## src/hw/rtl/svd_pkg.sv

```systemverilog
// Shared types, constants and the half-step coil table for the stepper valve drive.
// No dependencies; used by svd_step and stepper_valve_drive_top.
package svd_pkg;

	localparam int PHASE_COUNT = 8;
	localparam int PHASE_W     = $clog2(PHASE_COUNT);
	localparam int POS_W       = 16;
	localparam int OVS_W       = 8;
	localparam int COIL_W      = 4;
	localparam int CFG_IDX_W   = 3;
	localparam int CFG_DATA_W  = 16;

	// Item function codes.
	localparam logic FUNC_TICK  = 1'b0;
	localparam logic FUNC_START = 1'b1;

	// Configuration register indexes.
	typedef enum logic [CFG_IDX_W-1:0] {
		REG_DRIVE_ENABLE   = 3'd0,
		REG_STEP_INTERVAL  = 3'd1,
		REG_NORMALLY_OPEN  = 3'd2,
		REG_OVERRUN_LIMIT  = 3'd3,
		REG_ORIGIN_MARGIN  = 3'd4,
		REG_HOME_OFFSET    = 3'd5
	} cfg_reg_t;

	// Reset values of the configuration registers.
	localparam logic             RST_DRIVE_ENABLE   = 1'b1;
	localparam logic [POS_W-1:0] RST_STEP_INTERVAL  = 16'd12;
	localparam logic             RST_NORMALLY_OPEN  = 1'b0;
	localparam logic [POS_W-1:0] RST_OVERRUN_LIMIT  = 16'd200;
	localparam logic [POS_W-1:0] RST_ORIGIN_MARGIN  = 16'd50;
	localparam logic [POS_W-1:0] RST_HOME_OFFSET    = 16'd480;

	localparam logic [COIL_W-1:0] COILS_OFF = 4'd0;

	typedef struct packed {
		logic             drive_enable;
		logic [POS_W-1:0] step_interval;
		logic             normally_open;
		logic [POS_W-1:0] overrun_limit;
		logic [POS_W-1:0] origin_margin;
		logic [POS_W-1:0] home_offset;
	} cfg_t;

	typedef struct packed {
		logic [POS_W-1:0]   position;
		logic [POS_W-1:0]   goal;
		logic               moving;
		logic [POS_W-1:0]   overrun_count;
		logic [POS_W-1:0]   overrun_max;
		logic [OVS_W-1:0]   pending_backoff;
		logic [PHASE_W-1:0] phase;
		logic               seen_origin;
		logic [POS_W-1:0]   origin_position;
		logic [POS_W-1:0]   countdown;
		logic [COIL_W-1:0]  coils;
	} drive_state_t;

	// Drive state after reset: idle at zero, coils off, overrun limit at its default.
	localparam drive_state_t DRIVE_STATE_RST = '{
		position:        '0,
		goal:            '0,
		moving:          1'b0,
		overrun_count:   '0,
		overrun_max:     RST_OVERRUN_LIMIT,
		pending_backoff: '0,
		phase:           '0,
		seen_origin:     1'b0,
		origin_position: '0,
		countdown:       '0,
		coils:           COILS_OFF
	};

	// Half-step excitation: bit0 X1, bit1 Y1, bit2 X2, bit3 Y2.
	function automatic logic [COIL_W-1:0] half_step_coils(input logic [PHASE_W-1:0] ph);
		logic [COIL_W-1:0] c;
		case (ph)
			3'd0:    c = 4'd3;
			3'd1:    c = 4'd2;
			3'd2:    c = 4'd6;
			3'd3:    c = 4'd4;
			3'd4:    c = 4'd12;
			3'd5:    c = 4'd8;
			3'd6:    c = 4'd9;
			default: c = 4'd1;
		endcase
		return c;
	endfunction

endpackage

```

## src/hw/rtl/svd_step.sv

```systemverilog
// Next-state logic of the stepper valve drive for one tick or start item.
// Depends on svd_pkg for the state and configuration structs and the coil table.
module svd_step (
	input  svd_pkg::drive_state_t          cur,
	input  svd_pkg::cfg_t                  cfg,
	input  logic                           func,
	input  logic [svd_pkg::POS_W-1:0]      target_position,
	input  logic [svd_pkg::OVS_W-1:0]      open_overshoot,
	input  logic                           origin_sensor,
	output svd_pkg::drive_state_t          nxt
);

	logic [svd_pkg::POS_W-1:0]   cd_dec;
	logic [svd_pkg::POS_W-1:0]   pos_inc;
	logic [svd_pkg::POS_W-1:0]   pos_dec;
	logic [svd_pkg::POS_W-1:0]   limit_raw;
	logic [svd_pkg::POS_W-1:0]   limit_clamped;
	logic [svd_pkg::PHASE_W-1:0] phase_up;
	logic [svd_pkg::PHASE_W-1:0] phase_dn;
	logic                        service;

	// Shared arithmetic for one step.
	assign cd_dec        = (cur.countdown != '0) ? cur.countdown - 1'b1 : '0;
	assign pos_inc       = cur.position + 1'b1;
	assign pos_dec       = cur.position - 1'b1;
	assign limit_raw     = cur.origin_position - cfg.origin_margin;
	assign limit_clamped = (limit_raw > cfg.overrun_limit) ? cfg.overrun_limit : limit_raw;
	assign phase_up      = cur.phase + 1'b1;
	assign phase_dn      = cur.phase - 1'b1;
	assign service       = cfg.drive_enable && (cd_dec == '0);

	always_comb begin
		nxt = cur;
		if (func == svd_pkg::FUNC_START) begin
			// A start is ignored while moving or when already at the target.
			if (!cur.moving && cur.position != target_position) begin
				if (target_position == '0) begin
					nxt.overrun_count = '0;
					nxt.position      = cur.position + cfg.home_offset;
					nxt.goal          = '0;
				end else if (cur.position >= target_position) begin
					nxt.overrun_count   = '0;
					nxt.pending_backoff = '0;
					nxt.goal            = target_position;
				end else begin
					nxt.pending_backoff = open_overshoot;
					nxt.goal = target_position + {{(svd_pkg::POS_W-svd_pkg::OVS_W){1'b0}},
						open_overshoot};
				end
				nxt.moving    = 1'b1;
				nxt.countdown = cfg.step_interval;
			end
		end else begin
			nxt.countdown = cd_dec;
			if (service) begin
				nxt.countdown = cfg.step_interval;
				nxt.coils     = svd_pkg::COILS_OFF;
				if (cur.moving) begin
					if (cur.goal > cur.position) begin
						// Opening step; learn the origin and derive the overrun limit.
						nxt.position = pos_inc;
						nxt.phase    = cfg.normally_open ? phase_dn : phase_up;
						if (origin_sensor) begin
							nxt.origin_position = pos_inc;
							nxt.seen_origin     = 1'b1;
						end else if (cur.seen_origin) begin
							nxt.overrun_max = limit_clamped;
						end
						nxt.coils = svd_pkg::half_step_coils(nxt.phase);
					end else if (cur.goal < cur.position) begin
						if (origin_sensor && cur.overrun_count >= cur.overrun_max) begin
							// Overrun limit reached on the sensor: stop at zero.
							nxt.goal          = '0;
							nxt.position      = '0;
							nxt.overrun_count = '0;
							nxt.moving        = 1'b0;
						end else begin
							// Closing step; position is above the goal, so it is nonzero.
							if (origin_sensor) begin
								nxt.overrun_count = cur.overrun_count + 1'b1;
							end
							nxt.position = pos_dec;
							nxt.phase    = cfg.normally_open ? phase_up : phase_dn;
							if (pos_dec == '0) begin
								nxt.goal          = '0;
								nxt.overrun_count = '0;
								nxt.moving        = 1'b0;
							end else begin
								nxt.coils = svd_pkg::half_step_coils(nxt.phase);
							end
						end
					end else if (cur.goal != '0 && cur.pending_backoff != '0) begin
						// At the overshoot point: back off toward the real target.
						nxt.goal = cur.goal - {{(svd_pkg::POS_W-svd_pkg::OVS_W){1'b0}},
							cur.pending_backoff};
						nxt.pending_backoff = '0;
					end else begin
						nxt.overrun_count = '0;
						nxt.moving        = 1'b0;
					end
				end
			end
		end
	end

endmodule

```

## src/hw/rtl/stepper_valve_drive_top.sv

```systemverilog
// Top level of the stepper valve drive: configuration registers, drive state and result register.
// Depends on svd_pkg and svd_step.
//
// Usage: items arrive on the in_valid/in_ready channel. func selects a tick (one 50 us
// interval, with origin_sensor sampled) or a start command (target_position and
// open_overshoot). Every item yields exactly one result on out_valid/out_ready: the
// coil pattern, the running flag and the position after that item.
// A result is shown the cycle after its item transfers.
// One item is taken per cycle while in_ready is high; the whole update is one pass of svd_step
// between the state registers and the result register.
// in_ready is high whenever the result register is empty or being emptied in the same
// cycle, so a stalled receiver holds off new items only while a result waits.
// Registers are written through cfg_write, cfg_index and cfg_data at any edge; indexes
// beyond the list are ignored.
// Reset clears the drive state (coils off, position zero), loads the default register
// values and empties the result register. No clearing pass is needed.
module stepper_valve_drive_top (
	input  logic                              clk,
	input  logic                              arst_n,
	input  logic                              cfg_write,
	input  logic [svd_pkg::CFG_IDX_W-1:0]     cfg_index,
	input  logic [svd_pkg::CFG_DATA_W-1:0]    cfg_data,
	input  logic                              in_valid,
	output logic                              in_ready,
	input  logic                              func,
	input  logic [svd_pkg::POS_W-1:0]         target_position,
	input  logic [svd_pkg::OVS_W-1:0]         open_overshoot,
	input  logic                              origin_sensor,
	output logic                              out_valid,
	input  logic                              out_ready,
	output logic [svd_pkg::COIL_W-1:0]        coil_pattern,
	output logic                              running,
	output logic [svd_pkg::POS_W-1:0]         current_position
);

	svd_pkg::cfg_t         cfg_q;
	svd_pkg::drive_state_t state_q;
	svd_pkg::drive_state_t state_nxt;
	logic                  out_valid_q;
	logic [svd_pkg::COIL_W-1:0] coil_q;
	logic                  running_q;
	logic [svd_pkg::POS_W-1:0]  position_q;
	logic                  in_xfer;

	assign in_ready = !out_valid_q || out_ready;
	assign in_xfer  = in_valid && in_ready;

	// Configuration register file.
	always_ff @(posedge clk or negedge arst_n) begin
		if (!arst_n) begin
			cfg_q.drive_enable   <= svd_pkg::RST_DRIVE_ENABLE;
			cfg_q.step_interval  <= svd_pkg::RST_STEP_INTERVAL;
			cfg_q.normally_open  <= svd_pkg::RST_NORMALLY_OPEN;
			cfg_q.overrun_limit  <= svd_pkg::RST_OVERRUN_LIMIT;
			cfg_q.origin_margin  <= svd_pkg::RST_ORIGIN_MARGIN;
			cfg_q.home_offset    <= svd_pkg::RST_HOME_OFFSET;
		end else if (cfg_write) begin
			unique case (cfg_index)
				svd_pkg::REG_DRIVE_ENABLE:   cfg_q.drive_enable   <= cfg_data[0];
				svd_pkg::REG_STEP_INTERVAL:  cfg_q.step_interval  <= cfg_data;
				svd_pkg::REG_NORMALLY_OPEN:  cfg_q.normally_open  <= cfg_data[0];
				svd_pkg::REG_OVERRUN_LIMIT:  cfg_q.overrun_limit  <= cfg_data;
				svd_pkg::REG_ORIGIN_MARGIN:  cfg_q.origin_margin  <= cfg_data;
				svd_pkg::REG_HOME_OFFSET:    cfg_q.home_offset    <= cfg_data;
				default: ;
			endcase
		end
	end

	// Next-state logic for the item being transferred.
	svd_step u_step (
		.cur             (state_q),
		.cfg             (cfg_q),
		.func            (func),
		.target_position (target_position),
		.open_overshoot  (open_overshoot),
		.origin_sensor   (origin_sensor),
		.nxt             (state_nxt)
	);

	// Drive state, updated once per transferred item.
	always_ff @(posedge clk or negedge arst_n) begin
		if (!arst_n) begin
			state_q <= svd_pkg::DRIVE_STATE_RST;
		end else if (in_xfer) begin
			state_q <= state_nxt;
		end
	end

	// Result register.
	always_ff @(posedge clk or negedge arst_n) begin
		if (!arst_n) begin
			out_valid_q <= 1'b0;
		end else if (in_xfer) begin
			out_valid_q <= 1'b1;
		end else if (out_ready) begin
			out_valid_q <= 1'b0;
		end
	end

	always_ff @(posedge clk) begin
		if (in_xfer) begin
			coil_q     <= state_nxt.coils;
			running_q  <= state_nxt.moving;
			position_q <= state_nxt.position;
		end
	end

	assign out_valid        = out_valid_q;
	assign coil_pattern     = coil_q;
	assign running          = running_q;
	assign current_position = position_q;

	// The coils are only energized while a move is in progress.
	a_coils_off_when_idle: assert property (@(posedge clk) disable iff (!arst_n)
		!state_q.moving |-> state_q.coils == svd_pkg::COILS_OFF)
		else $error("coils energized with no move in progress");

	// Every transferred item produces a result in the next cycle.
	a_result_follows_item: assert property (@(posedge clk) disable iff (!arst_n)
		in_xfer |=> out_valid_q)
		else $error("transferred item produced no result");

	// The phase only moves when an item is transferred.
	a_phase_holds_idle: assert property (@(posedge clk) disable iff (!arst_n)
		!in_xfer |=> $stable(state_q.phase))
		else $error("phase changed without an item");

	// The result register matches the drive state while it is full.
	a_result_matches_state: assert property (@(posedge clk) disable iff (!arst_n)
		out_valid_q |-> (running_q == state_q.moving && position_q == state_q.position))
		else $error("result register out of step with drive state");

endmodule
```

## config.mk

```make
export PLATFORM = sky130hd
export DESIGN_NAME = stepper_valve_drive_top
export DESIGN_NICKNAME = d
export VERILOG_FILES = /design/src/hw/rtl/svd_pkg.sv /design/src/hw/rtl/svd_step.sv /design/src/hw/rtl/stepper_valve_drive_top.sv
export SDC_FILE = /design/constraint.sdc
export NUM_CORES = 1
export LEC_CHECK = 0
export ABC_AREA = 1
export BUFFER_PORTS_ARGS = -buffer_cell sky130_fd_sc_hd__buf_2
export CORE_ASPECT_RATIO = 0.75
export CORE_UTILIZATION = 59
export DETAILED_ROUTE_END_ITERATION = 10
export PLACE_DENSITY = 0.77
export SETUP_SLACK_MARGIN = 0.3
export SYNTH_ARGS = -nofsm -noshare
export SYNTH_HDL_FRONTEND = slang
export SYNTH_SLANG_ARGS = --single-unit
export TNS_END_PERCENT = 5
```

## constraint.sdc

```tcl
create_clock -name clk -period 5.9 [get_ports clk]
set_clock_uncertainty 0.1 [all_clocks]
set_input_delay 1.77 -clock clk [delete_from_list [all_inputs] [get_ports clk]]
set_output_delay 1.77 -clock clk [all_outputs]
set_load 0.05 [all_outputs]
```

==> metrics.md, run 1 <==
| Metric | Value |
|---|---|
| DR pass1 iterations | 6 |
| Post-synth EDFFs | 21 |
| Commonest non-fill, non-tap cell in the layout | nand2_1 |
| Final Hold Fails | 0 |
| Detail Route Antenna Nets | 0 |
| F_max | around 220 MHz |
| Rows | 51 |
| Post-Route WL | between 50,000 and 60,000 µm |
| Synth Instances | ~2,300 |
| Peak supply drop | 290 µV |
| Vias in the first global route | ~14,000 |
| NumNets Final | approximately 2,500 |
| Die width | ~190 µm |
| Grt total ovfl | 0 |
| First-pass GRT wire length | between 70,000 and 80,000 µm |
| Simple logic cell fraction of the synthesized area | 0.307 |
| Post-route DRC | 0 |
| Adder-cell share of the synthesized area | 0.0986 |
| Initial antenna violation count | 0 |
| Synth Register Bits | ~200 |
| R2r setup slk | around 1.5 ns |
| Commonest non-fill, non-tap cells in the layout | 658 x nand2_1, 275 x inv_1, 195 x o21ai_0 |
| Final instance area | between 15,000 and 20,000 µm² |
| 1st-iter DRT viols | approximately 1,700 |
| R2R depth | 16 |
| Synth Net Count | 2,423 |
| Syn-to-layout area delta | 8.47% |
| Synthesized area | approximately 16,000 µm² |
| GRT Util Overall | 0.370 |
| Worst Setup EP | state_q[73] |
| Seq/Total Area, Yosys | 0.329 |
| RSZ-0062 raised after global routing | false |
| WP data arrival | about 5 ns |
| Vias post-DR | 15,627 |
| Mapped Avg Cell Area | between 6 and 7 µm² |
| Wire length per cell | between 15 and 20 µm |
| Final Cycle Share | 0.772 |
| Slew headroom | 0.268 |
| Max FO, Critical Path | 23 |
| I/O Pins | 73 |
| Clk slew on worst S/H paths | about 0.06 ns |
| Synth Flop Type | dfrtp_1 |
| Worst R2R End | state_q[86] |
| Setup TNS | 0 ns |
| Status | completed |
| Die Y | between 100 and 150 µm |
| CTS tree | built |
| Core Area | between 20,000 and 30,000 µm² |
| CTS max path bufs | 3 |
| Post-synthesis mux area share | 0.00895 |
| Detailed Place HPWL | roughly 38,000 µm |
| Hold_buf cts | 0 |
| Lkg Pwr | 9.06 nW |
| R2R Path Start | state_q[102] |
| CTS sink count | 201 |
| Worst Hold Class | register to register |
| Gpl congestion | around 0.98 |
| Ys Warns | 0 |
| Worst-Margin Slew | 1.10 ns |
| Setup bufs post-CTS | 0 |
| Xor and xnor fraction of the mapped netlist area | 0.0391 |
| PD cells | ~440 nW/µm² |
| H-tree Lvls | 1 |
| Max_cap viols | 0 |
| Largest net degree at the start of global routing | 122 |
| Main combinational cell family by area after synthesis | simple AND/OR/NAND/NOR gates |
| Slew Limit Fails | 0 |
| CP startpoint kind | primary input |
| Die area | around 27,000 µm² |
| Post-synth ARST share | 0.896 |
| Final setup fails | 0 |
| Tmin final | between 4 and 5 ns |
| Port Buffers | 72 |
| Area after DPL | between 15,000 and 20,000 µm² |
| WP data required | ~6.2 ns |
| Crit path launch | target_position[11] |
| Synth unique cells | roughly 50 |
| Crit end category | register |
| Clk root buf | clkbuf_16 |
| Complex-gate fraction of the synthesized area | 0.129 |
| Clk_lat worst skew | roughly 0.54 ns |
| Post-CTS resize count | 0 |
| Layout cells sized above 1 | 0.0809 |
| Routed vias/inst | roughly 5.9 |
| CTS Buf Count | 22 |
| Ant. Diodes | 0 |
| Critical path type | primary input to register |
| Initial Util | 0.602 |
==> state kept, by name, indices dropped and copies added, names as in the netlist <==
name,count
current_position,16
state_q,113
coil_pattern,4
out_valid,1
cfg_q,66
running,1
==> synth_stat cells, types with 14 or more instances <==
cell type	instances	area [µm²]
a21oi_1	98	490
edfxtp_1	21	631
nand3_1	162	811
nand4_1	41	257
nor2_1	170	638
nand2_1	658	2470
xnor2_1	16	140
ha_1	117	1460
clkbuf_1	48	180
xor2_1	54	473
mux2i_1	14	140
inv_1	276	1040
dfrtp_1	164	4100
o211ai_1	28	210
o21ai_0	195	976
dfstp_2	16	420
nor3_1	38	190
==> metrics by stage <==
| stage | hold slack [ns] | setup slack, ns | instances | total power, mW | util |
|---|---|---|---|---|---|
| 2_1_floorplan | 0.348 | 1.88 | 2252 | 4.72 | - |
| 3_3_place_gp | 0.365 | 1.08 | 2615 | 5.79 | 0.625 |
| 3_5_place_dp | 0.373 | 0.924 | 2615 | 5.86 | 0.625 |
| 4_1_cts | 0.388 | 1.46 | 2655 | 7.25 | 0.653 |
| 5_1_grt | 0.411 | 1.12 | 2655 | 7.90 | 0.653 |
| 6_report | 0.385 | 1.34 | 2655 | 7.40 | 0.653 |
==> report_power, final <==
group | leakage [nW] | internal, mW | total [mW] | switching (mW)
sequential | 2.48 | 1.65 | 1.96 | 0.314
clock | 0.349 | 0.781 | 1.37 | 0.592
combinational | 6.23 | 1.27 | 4.07 | 2.80
==> critical path, stage by stage <==
cell     delay, ns
buf_2         0.11
inv_1         0.09
ha_1          0.31
nand2_1       0.05
inv_1         0.08
nand3_1       0.06
or2_2         0.30
nor2_1        0.30
nor3_1        0.09
nand2_1       0.54
o21ai_0       0.36
inv_1         0.16
nand2_1       0.07
nor2_2        0.12
nand2_2       0.22
nand2_1       0.15
nand2_1       0.07
==> metal layers <==
layer	share of wire	track usage
met5	0	0
met4	0.018	0.0699
met3	0.12	0.107
met2	0.40	0.517
met1	0.46	0.562
==> cell type report <==
type                            instances  area, µm²
Multi-Input combinational cell       1696       9130
Sequential cell                       201       5150
Inverter                              286       1070
Tap cell                              344        430
Timing Repair Buffer                   88        489
Clock buffer                           34        667
Clock inverter                          6       43.8
Fill cell                            2320       9050
==> logic make-up after synthesis <==
kind of cell,count (synthesis)
AO/OA/AOI/OAI,369
multiplexers,14
flip-flops,201
AND/OR/NAND/NOR,1122
XOR/XNOR,70
adder cells (fa/ha/maj),121
buffers and inverters,355
==> worst min-delay path by stage <==
stage | to | slack [ns] | start | depth (start not counted)
6_report | cfg_q[19] | 0.38 | cfg_q[19] | 2
5_1_grt | state_q[0] | 0.41 | state_q[0] | 2
4_1_cts | cfg_q[47] | 0.39 | cfg_q[47] | 2
3_5_place_dp | cfg_q[47] | 0.37 | cfg_q[47] | 2
3_3_place_gp | state_q[0] | 0.36 | state_q[0] | 2
2_1_floorplan | cfg_q[49] | 0.35 | cfg_q[49] | 2
(Power assumes the default switching activity.)
==> run 2: changes to the inputs <==
==> constraint.sdc (replaced) <==
create_clock -name clk -period 4.6 [get_ports clk]
set_clock_uncertainty 0.1 [all_clocks]
set_input_delay 1.38 -clock clk [delete_from_list [all_inputs] [get_ports clk]]
set_output_delay 1.38 -clock clk [all_outputs]
set_load 0.05 [all_outputs]
==> metrics.md, run 2 (synthesis results as in run 1) <==
| Metric | Value |
|---|---|
| Status | completed |
| CTS max path bufs | 3 (unchanged) |
| Met2 GRT Util | 0.518 (+0.000768) |
| CTS Buf Count | 22 (unchanged) |
| PD cells | 563 nW/µm² (+29%) |
| Wire length per cell | 19.0 µm (+0.89%) |
| Final-layout fill cell count | 2,366 (+2.0%) |
| Hold_buf cts | 0 (unchanged) |
| Gpl congestion | 1.04 (+5.5%) |
| Vias post-DR | 15,594 (-0.21%) |
| Final setup fails | 0 (unchanged) |
| Detail Route Antenna Nets | 0 (unchanged) |
| Die width | 190 µm (unchanged) |
| Critical hold path startpoint | state_q[51] |
| Final Hold Fails | 0 (unchanged) |
| F_max | 259 MHz |
| Routed vias/inst | 5.86 (-0.47%) |
| R2r setup slk | 0.73 ns (-0.76 ns) |
| Post-CTS resize count | 0 (unchanged) |
| First-pass GRT wire length | 77,900 µm (about the same) |
| WP data arrival | 4.16 ns (-0.70 ns) |
| Critical path type | register to register |
| Commonest non-fill, non-tap cell in the layout | nand2_1 |
| H-tree Lvls | 1 (unchanged) |
| WP data required | 4.89 ns (-1.32 ns) |
| 1st-iter DRT viols | 1,678 (-3.3%) |
| Clk_lat worst skew | 0.52 ns (-0.02 ns) |
| Rows | 51 (unchanged) |
| Commonest non-fill, non-tap cells in the layout | 658 x nand2_1, 275 x inv_1, 195 x o21ai_0 |
| CP startpoint kind | register |
| Met1 Use GR | 0.564 (+0.00171) |
| GRT busiest layer | met1 |
| RSZ-0062 raised after global routing | false |
| CTS tree | built |
| Initial antenna violation count | 0 (unchanged) |
| Grt total ovfl | 0 (unchanged) |
| Max FO, Critical Path | 23 (unchanged) |
| Worst Hold Class | register to register |
| Setup bufs post-CTS | 0 (unchanged) |
| Post-route DRC | 0 (unchanged) |
| I/O Pins | 73 (unchanged) |
| Lkg Pwr | 9.11 nW (+0.56%) |
| Met3 usage | 0.115 (+0.00786) |
| Core Area | 26,000 µm² (unchanged) |
| Die Y | 143 µm (unchanged) |
| Slew headroom | 0.348 (+0.0803) |
| Die area | 27,200 µm² (unchanged) |
| Worst-Margin Slew | 0.976 ns (-0.120 ns) |
| Largest net degree at the start of global routing | 81 (-34%) |
| Layout cells sized above 1 | 0.0846 (+0.00364) |
| DR pass1 iterations | 6 (unchanged) |
| Tmin final | approximately 3.9 ns |
| Port Buffers | 72 (unchanged) |
| Max_cap viols | 0 (unchanged) |
| Setup TNS | 0 ns (unchanged) |
| Ant. Diodes | 0 (unchanged) |
| NumNets Final | 2,473 (+0.28%) |
| Final Worst Setup Slack | 0.735 ns (-0.609 ns) |
| Clk slew on worst S/H paths | 0.06 ns (about the same) |
| Setup slack after placement | 0.392 ns (-0.532 ns) |
| Post-Route WL | 50,700 µm (+1.2%) |
| Crit end category | register |
| Detailed Place HPWL | 38,800 µm (+0.84%) |
| Syn-to-layout area delta | 9.01% |
| Max FFs per register | 113 (unchanged) |
| GRT Util Overall | 0.372 (+0.00200) |
| R2R Path Start | state_q[108] |
| Initial Util | 0.602 (unchanged) |
| Crit path launch | state_q[108] |
| Peak supply drop | 463 µV (+60%) |
| Vias in the first global route | 13,965 (+0.086%) |
| Biggest register | state_q |
| Slew Limit Fails | 0 (unchanged) |
| Final Cycle Share | 0.840 |
| Clk root buf | clkbuf_16 |
| CTS sink count | 201 (unchanged) |
==> run 2: cell types whose count changed in the layout (fill, tap and decap cells not counted), moves of 2 or more <==
| cell | before | now |
|---|---|---|
| buf_4 | 16 | 22 |
| clkbuf_8 | 6 | 3 |
| inv_4 | 0 | 2 |
| clkbuf_1 | 6 | 4 |
==> run 2: worst paths after layout <==
| check | to | depth (start not counted) |
|---|---|---|
| setup / recovery | state_q[61] | 14 |
| hold / removal | state_q[51] | 2 |
| setup reg to reg | state_q[61] | 14 |
| hold reg to reg | state_q[51] | 2 |
| max in group asynchronous | cfg_q[8] | 2 |
| min in group asynchronous | state_q[48] | 1 |
==> run 2: power by group <==
| group | internal, mW | total, mW | switching, mW | leakage (nW) |
|---|---|---|---|---|
| sequential | 2.11 | 2.52 | 0.407 | 2.48 |
| combinational | 1.66 | 5.29 | 3.63 | 6.27 |
| clock | 1.04 | 1.81 | 0.762 | 0.362 |
==> run 2: worst max-delay path, stage by stage (launching register included) <==
cell and delay, ns:
dfrtp_1 0.73, inv_1 0.32, ha_1 0.39, nand2_1 0.07, nor2_1 0.10, nand2_1 0.07
inv_1 0.10, nand2_1 0.34, nand2_1 0.22, buf_4 0.32, nor4_1 0.10, nand3_2 0.32
clkinv_1 0.34, nand2_1 0.15, o21ai_0 0.09
==> run 2: through the flow <==
stage | hold WS (ns) | total power, mW | instance area [µm²] | util | std cells
6_report | 0.383 | 9.62 | 17100 | 0.656 | 2662
3_5_place_dp | 0.368 | 7.57 | 16300 | 0.628 | 2622
4_1_cts | 0.379 | 9.40 | 17100 | 0.656 | 2662
5_1_grt | 0.406 | 10.2 | 17100 | 0.656 | 2662
3_3_place_gp | 0.364 | 7.50 | 16300 | 0.628 | 2622
2_1_floorplan | 0.348 | 6.06 | 15700 | - | 2252
==> run 2: routing by layer <==
metal,wire (µm),vias to the layer above,part of all wire
met5,0,-,0
met4,831,0,0.016
met3,6470,75,0.13
met2,20200,776,0.40
met1,23200,7253,0.46
li1,-,7490,-
==> run 2: layout make-up <==
type / instances / area (µm²) / area share
multi-input cells: 1696 / 9130 / 0.535
clock buffers: 30 / 643 / 0.0377
inverters: 286 / 1070 / 0.0629
repair buffers: 95 / 554 / 0.0325
well taps: 344 / 430 / 0.0252
flip-flops and latches: 201 / 5150 / 0.302
clock inverters: 10 / 87.6 / 0.00513
==> run 3: changes to the inputs <==
--- a/config.mk
+++ b/config.mk
@@ -8,9 +8,9 @@
 export ABC_AREA = 1
 export BUFFER_PORTS_ARGS = -buffer_cell sky130_fd_sc_hd__buf_2
 export CORE_ASPECT_RATIO = 0.75
-export CORE_UTILIZATION = 59
+export CORE_UTILIZATION = 57
 export DETAILED_ROUTE_END_ITERATION = 10
-export PLACE_DENSITY = 0.77
+export PLACE_DENSITY = 0.78
 export SETUP_SLACK_MARGIN = 0.3
 export SYNTH_ARGS = -nofsm -noshare
 export SYNTH_HDL_FRONTEND = slang
==> constraint.sdc (replaced) <==
create_clock -name clk -period 3.3 [get_ports clk]
set_clock_uncertainty 0.1 [all_clocks]
set_input_delay 0.99 -clock clk [delete_from_list [all_inputs] [get_ports clk]]
set_output_delay 0.99 -clock clk [all_outputs]
set_load 0.05 [all_outputs]
==> metrics.md, run 3 (synthesis results as in run 1) <==
| Metric | Value |
|---|---|
| Largest net degree at the start of global routing | 53 (-35%) |
| Max incr delay on CP | 0.53 ns (-0.20 ns) |
| Wire length per cell | 18.7 µm (-1.9%) |
| Layout cells sized above 1 | 0.176 (+0.0911) |
| Hold_buf cts | 0 (unchanged) |
| Clock share of power | 0.173 (-0.015) |
| Post-Route WL | 52,700 µm (+4.0%) |
| First-pass GRT wire length | 81,900 µm (+5.2%) |
| Commonest non-fill, non-tap cells in the layout | 640 x nand2_1, 269 x inv_1, 162 x o21ai_0, 162 x dfrtp_1, 161 x nor2_1 |
| Clk root buf | clkbuf_16 |
| Clk slew on worst S/H paths | 0.07 ns (about the same) |
| Max FO, Critical Path | 5 (-78%) |
| CTS Buf Count | 23 (+4.5%) |
| Int Power | 7.28 mW (+51%) |
| I/O Pins | 73 (unchanged) |
| Psw | 6.94 mW (+45%) |
| Ant. Diodes | 0 (unchanged) |
| Placed cell count | 2,766 (+5.5%) |
| NumNets Final | 2,626 (+6.2%) |
| Syn-to-layout area delta | 20.1% |
| Gpl congestion | 1.07 (+2.9%) |
| Worst Hold Class | primary input to async pin |
| F_max | 291 MHz (+12%) |
| DR pass1 iterations | 9 (+3) |
| CTS sink count | 201 (unchanged) |
| Routed vias/inst | 5.81 (-0.75%) |
| WP data required | 3.66 ns (-1.23 ns) |
| Status | finished, violations left |
| Die width | 193 µm (+1.7%) |
| PD cells | 756 nW/µm² (+34%) |
| CTS max path bufs | 3 (unchanged) |
| Final Hold Fails | 0 (unchanged) |
| RSZ-0062 raised after global routing | true |
| Rows | 52 (+2.0%) |
| Final core occ | 0.696 (+0.0406) |
| Final Worst Setup Slack | -0.138 ns (-0.873 ns) |
| Peak supply drop | 873 µV (+88%) |
| CP max stage cell | dfstp_2 |
| Critical path type | register to register |
| Initial antenna violation count | 1 (+1) |
| Final Cycle Share | 1.04 (+0.202) |
| CP startpoint kind | register |
| H-tree Lvls | 1 (unchanged) |
| CP delay by family, top | simple AND/OR/NAND/NOR gates |
| Slew Limit Fails | 0 (unchanged) |
| Die Y | 146 µm (+1.7%) |
| Final setup fails | 16 (+16) |
| WP data arrival | 3.80 ns (-0.36 ns) |
| Crit end category | register |
| GRT Util Overall | 0.370 (-0.00196) |
| Grt total ovfl | 0 (unchanged) |
| Post-route DRC | 4 (+4) |
| Detail Route Antenna Nets | 0 (unchanged) |
| 1st-iter DRT viols | 1,848 (+10%) |
| Tmin final | 3.44 ns (-0.427 ns) |
| Initial Util | 0.580 (-0.0215) |
| Die area | 28,200 µm² (+3.5%) |
| Vias in the first global route | 14,950 (+7.1%) |
| Setup TNS | -1.31 ns (-1.31 ns) |
| Vias post-DR | 16,408 (+5.2%) |
| Sw Ratio | 0.488 (-0.0114) |
| CTS tree | built |
| Lkg Pwr | 9.95 nW (+9.2%) |
| Max FFs per register | 113 (unchanged) |
| Cells along the critical path | inv_1 -> ha_4 -> buf_4 -> nand2_1 -> inv_1 -> nand4_1 -> nand3_2 -> a21boi_0 -> xor2_1 -> ha_1 -> nand2_1 -> inv_1 -> o21ai_0 -> nand4_1 -> nand2_2 -> buf_6 -> inv_8 -> nand2_1 -> o21ai_1 -> buf_4 -> o21ai_2 |
| Gate power share | 0.586 (+0.036) |
| Port Buffers | 72 (unchanged) |
| R2r setup slk | -0.14 ns (-0.87 ns) |
| Failing checks | DRC, setup timing |
| Commonest non-fill, non-tap cell in the layout | nand2_1 |
| Clk_lat worst skew | 0.53 ns (about the same) |
| Seq pwr share | 0.241 (-0.021) |
| Crit path buf inv count | 7 (+3) |
| Slew headroom | 0.305 (-0.0431) |
| Fin cells | 2,822 (+6.0%) |
| Core Area | 27,000 µm² (+3.7%) |
| Max_cap viols | 0 (unchanged) |
| Biggest register | state_q |
| Detailed Place HPWL | 40,500 µm (+4.3%) |
| Worst-Margin Slew | 1.04 ns (+0.0645 ns) |
## run 3: metal layers
layer	part of all wire	up-vias	GRT usage	wire, µm
li1	-	7776	-	-
met1	0.46	7725	0.566	24100
met2	0.41	814	0.522	21400
met3	0.11	91	0.0939	6060
met4	0.021	2	0.0820	1120
met5	0.00021	-	0	11
## run 3: timing repair
action | in CTS | in global routing
endpoints found under the setup margin | 57 | 117
resized for setup | 45 | 95
gates cloned | 1 | 1
pin swaps | 24 | 36
buffers inserted | 8 | 5
## run 3: worst paths after layout
kind,start,end,cells past startpoint
max,cfg_q[20],state_q[56],21
min,arst_n,cfg_q[32],1
max reg2reg,cfg_q[20],state_q[56],21
min reg2reg,state_q[51],state_q[51],2
max in group asynchronous,arst_n,state_q[100],2
min in group clk,state_q[51],state_q[51],2
## run 3: per-stage QoR
| stage | total power [mW] | worst slack (ns) | hold slack, ns | area [µm²] |
|---|---|---|---|---|
| global placement | 10.9 | -0.348 | 0.367 | 17500 |
| finish | 14.2 | -0.138 | 0.288 | 18800 |
| CTS | 13.7 | 0.00284 | 0.299 | 18400 |
| floorplan | 8.49 | 0.184 | 0.348 | 15700 |
| detailed placement | 11.0 | -0.295 | 0.365 | 17500 |
| global route | 15.2 | -0.452 | 0.318 | 18800 |
## run 3: cell type report
| cell class | count | area, µm² |
|---|---|---|
| Clock inverter | 10 | 58.8 |
| Sequential cell | 201 | 5160 |
| Timing Repair Buffer | 246 | 1790 |
| Tap cell | 351 | 439 |
| Multi-Input combinational cell | 1696 | 9610 |
| Fill cell | 2337 | 8200 |
| Inverter | 286 | 1090 |
| Clock buffer | 31 | 647 |
| Timing Repair inverter | 1 | 6.26 |
## run 3: power by group through the flow
stage | clock network (mW) | logic (mW) | registers [mW]
4_1_cts | 2.49 | 7.80 | 3.39
6_report | 2.46 | 8.34 | 3.42
3_5_place_dp | 0 | 7.62 | 3.43
2_1_floorplan | 0 | 5.12 | 3.36
5_1_grt | 2.58 | 9.11 | 3.46
3_3_place_gp | 0 | 7.47 | 3.42
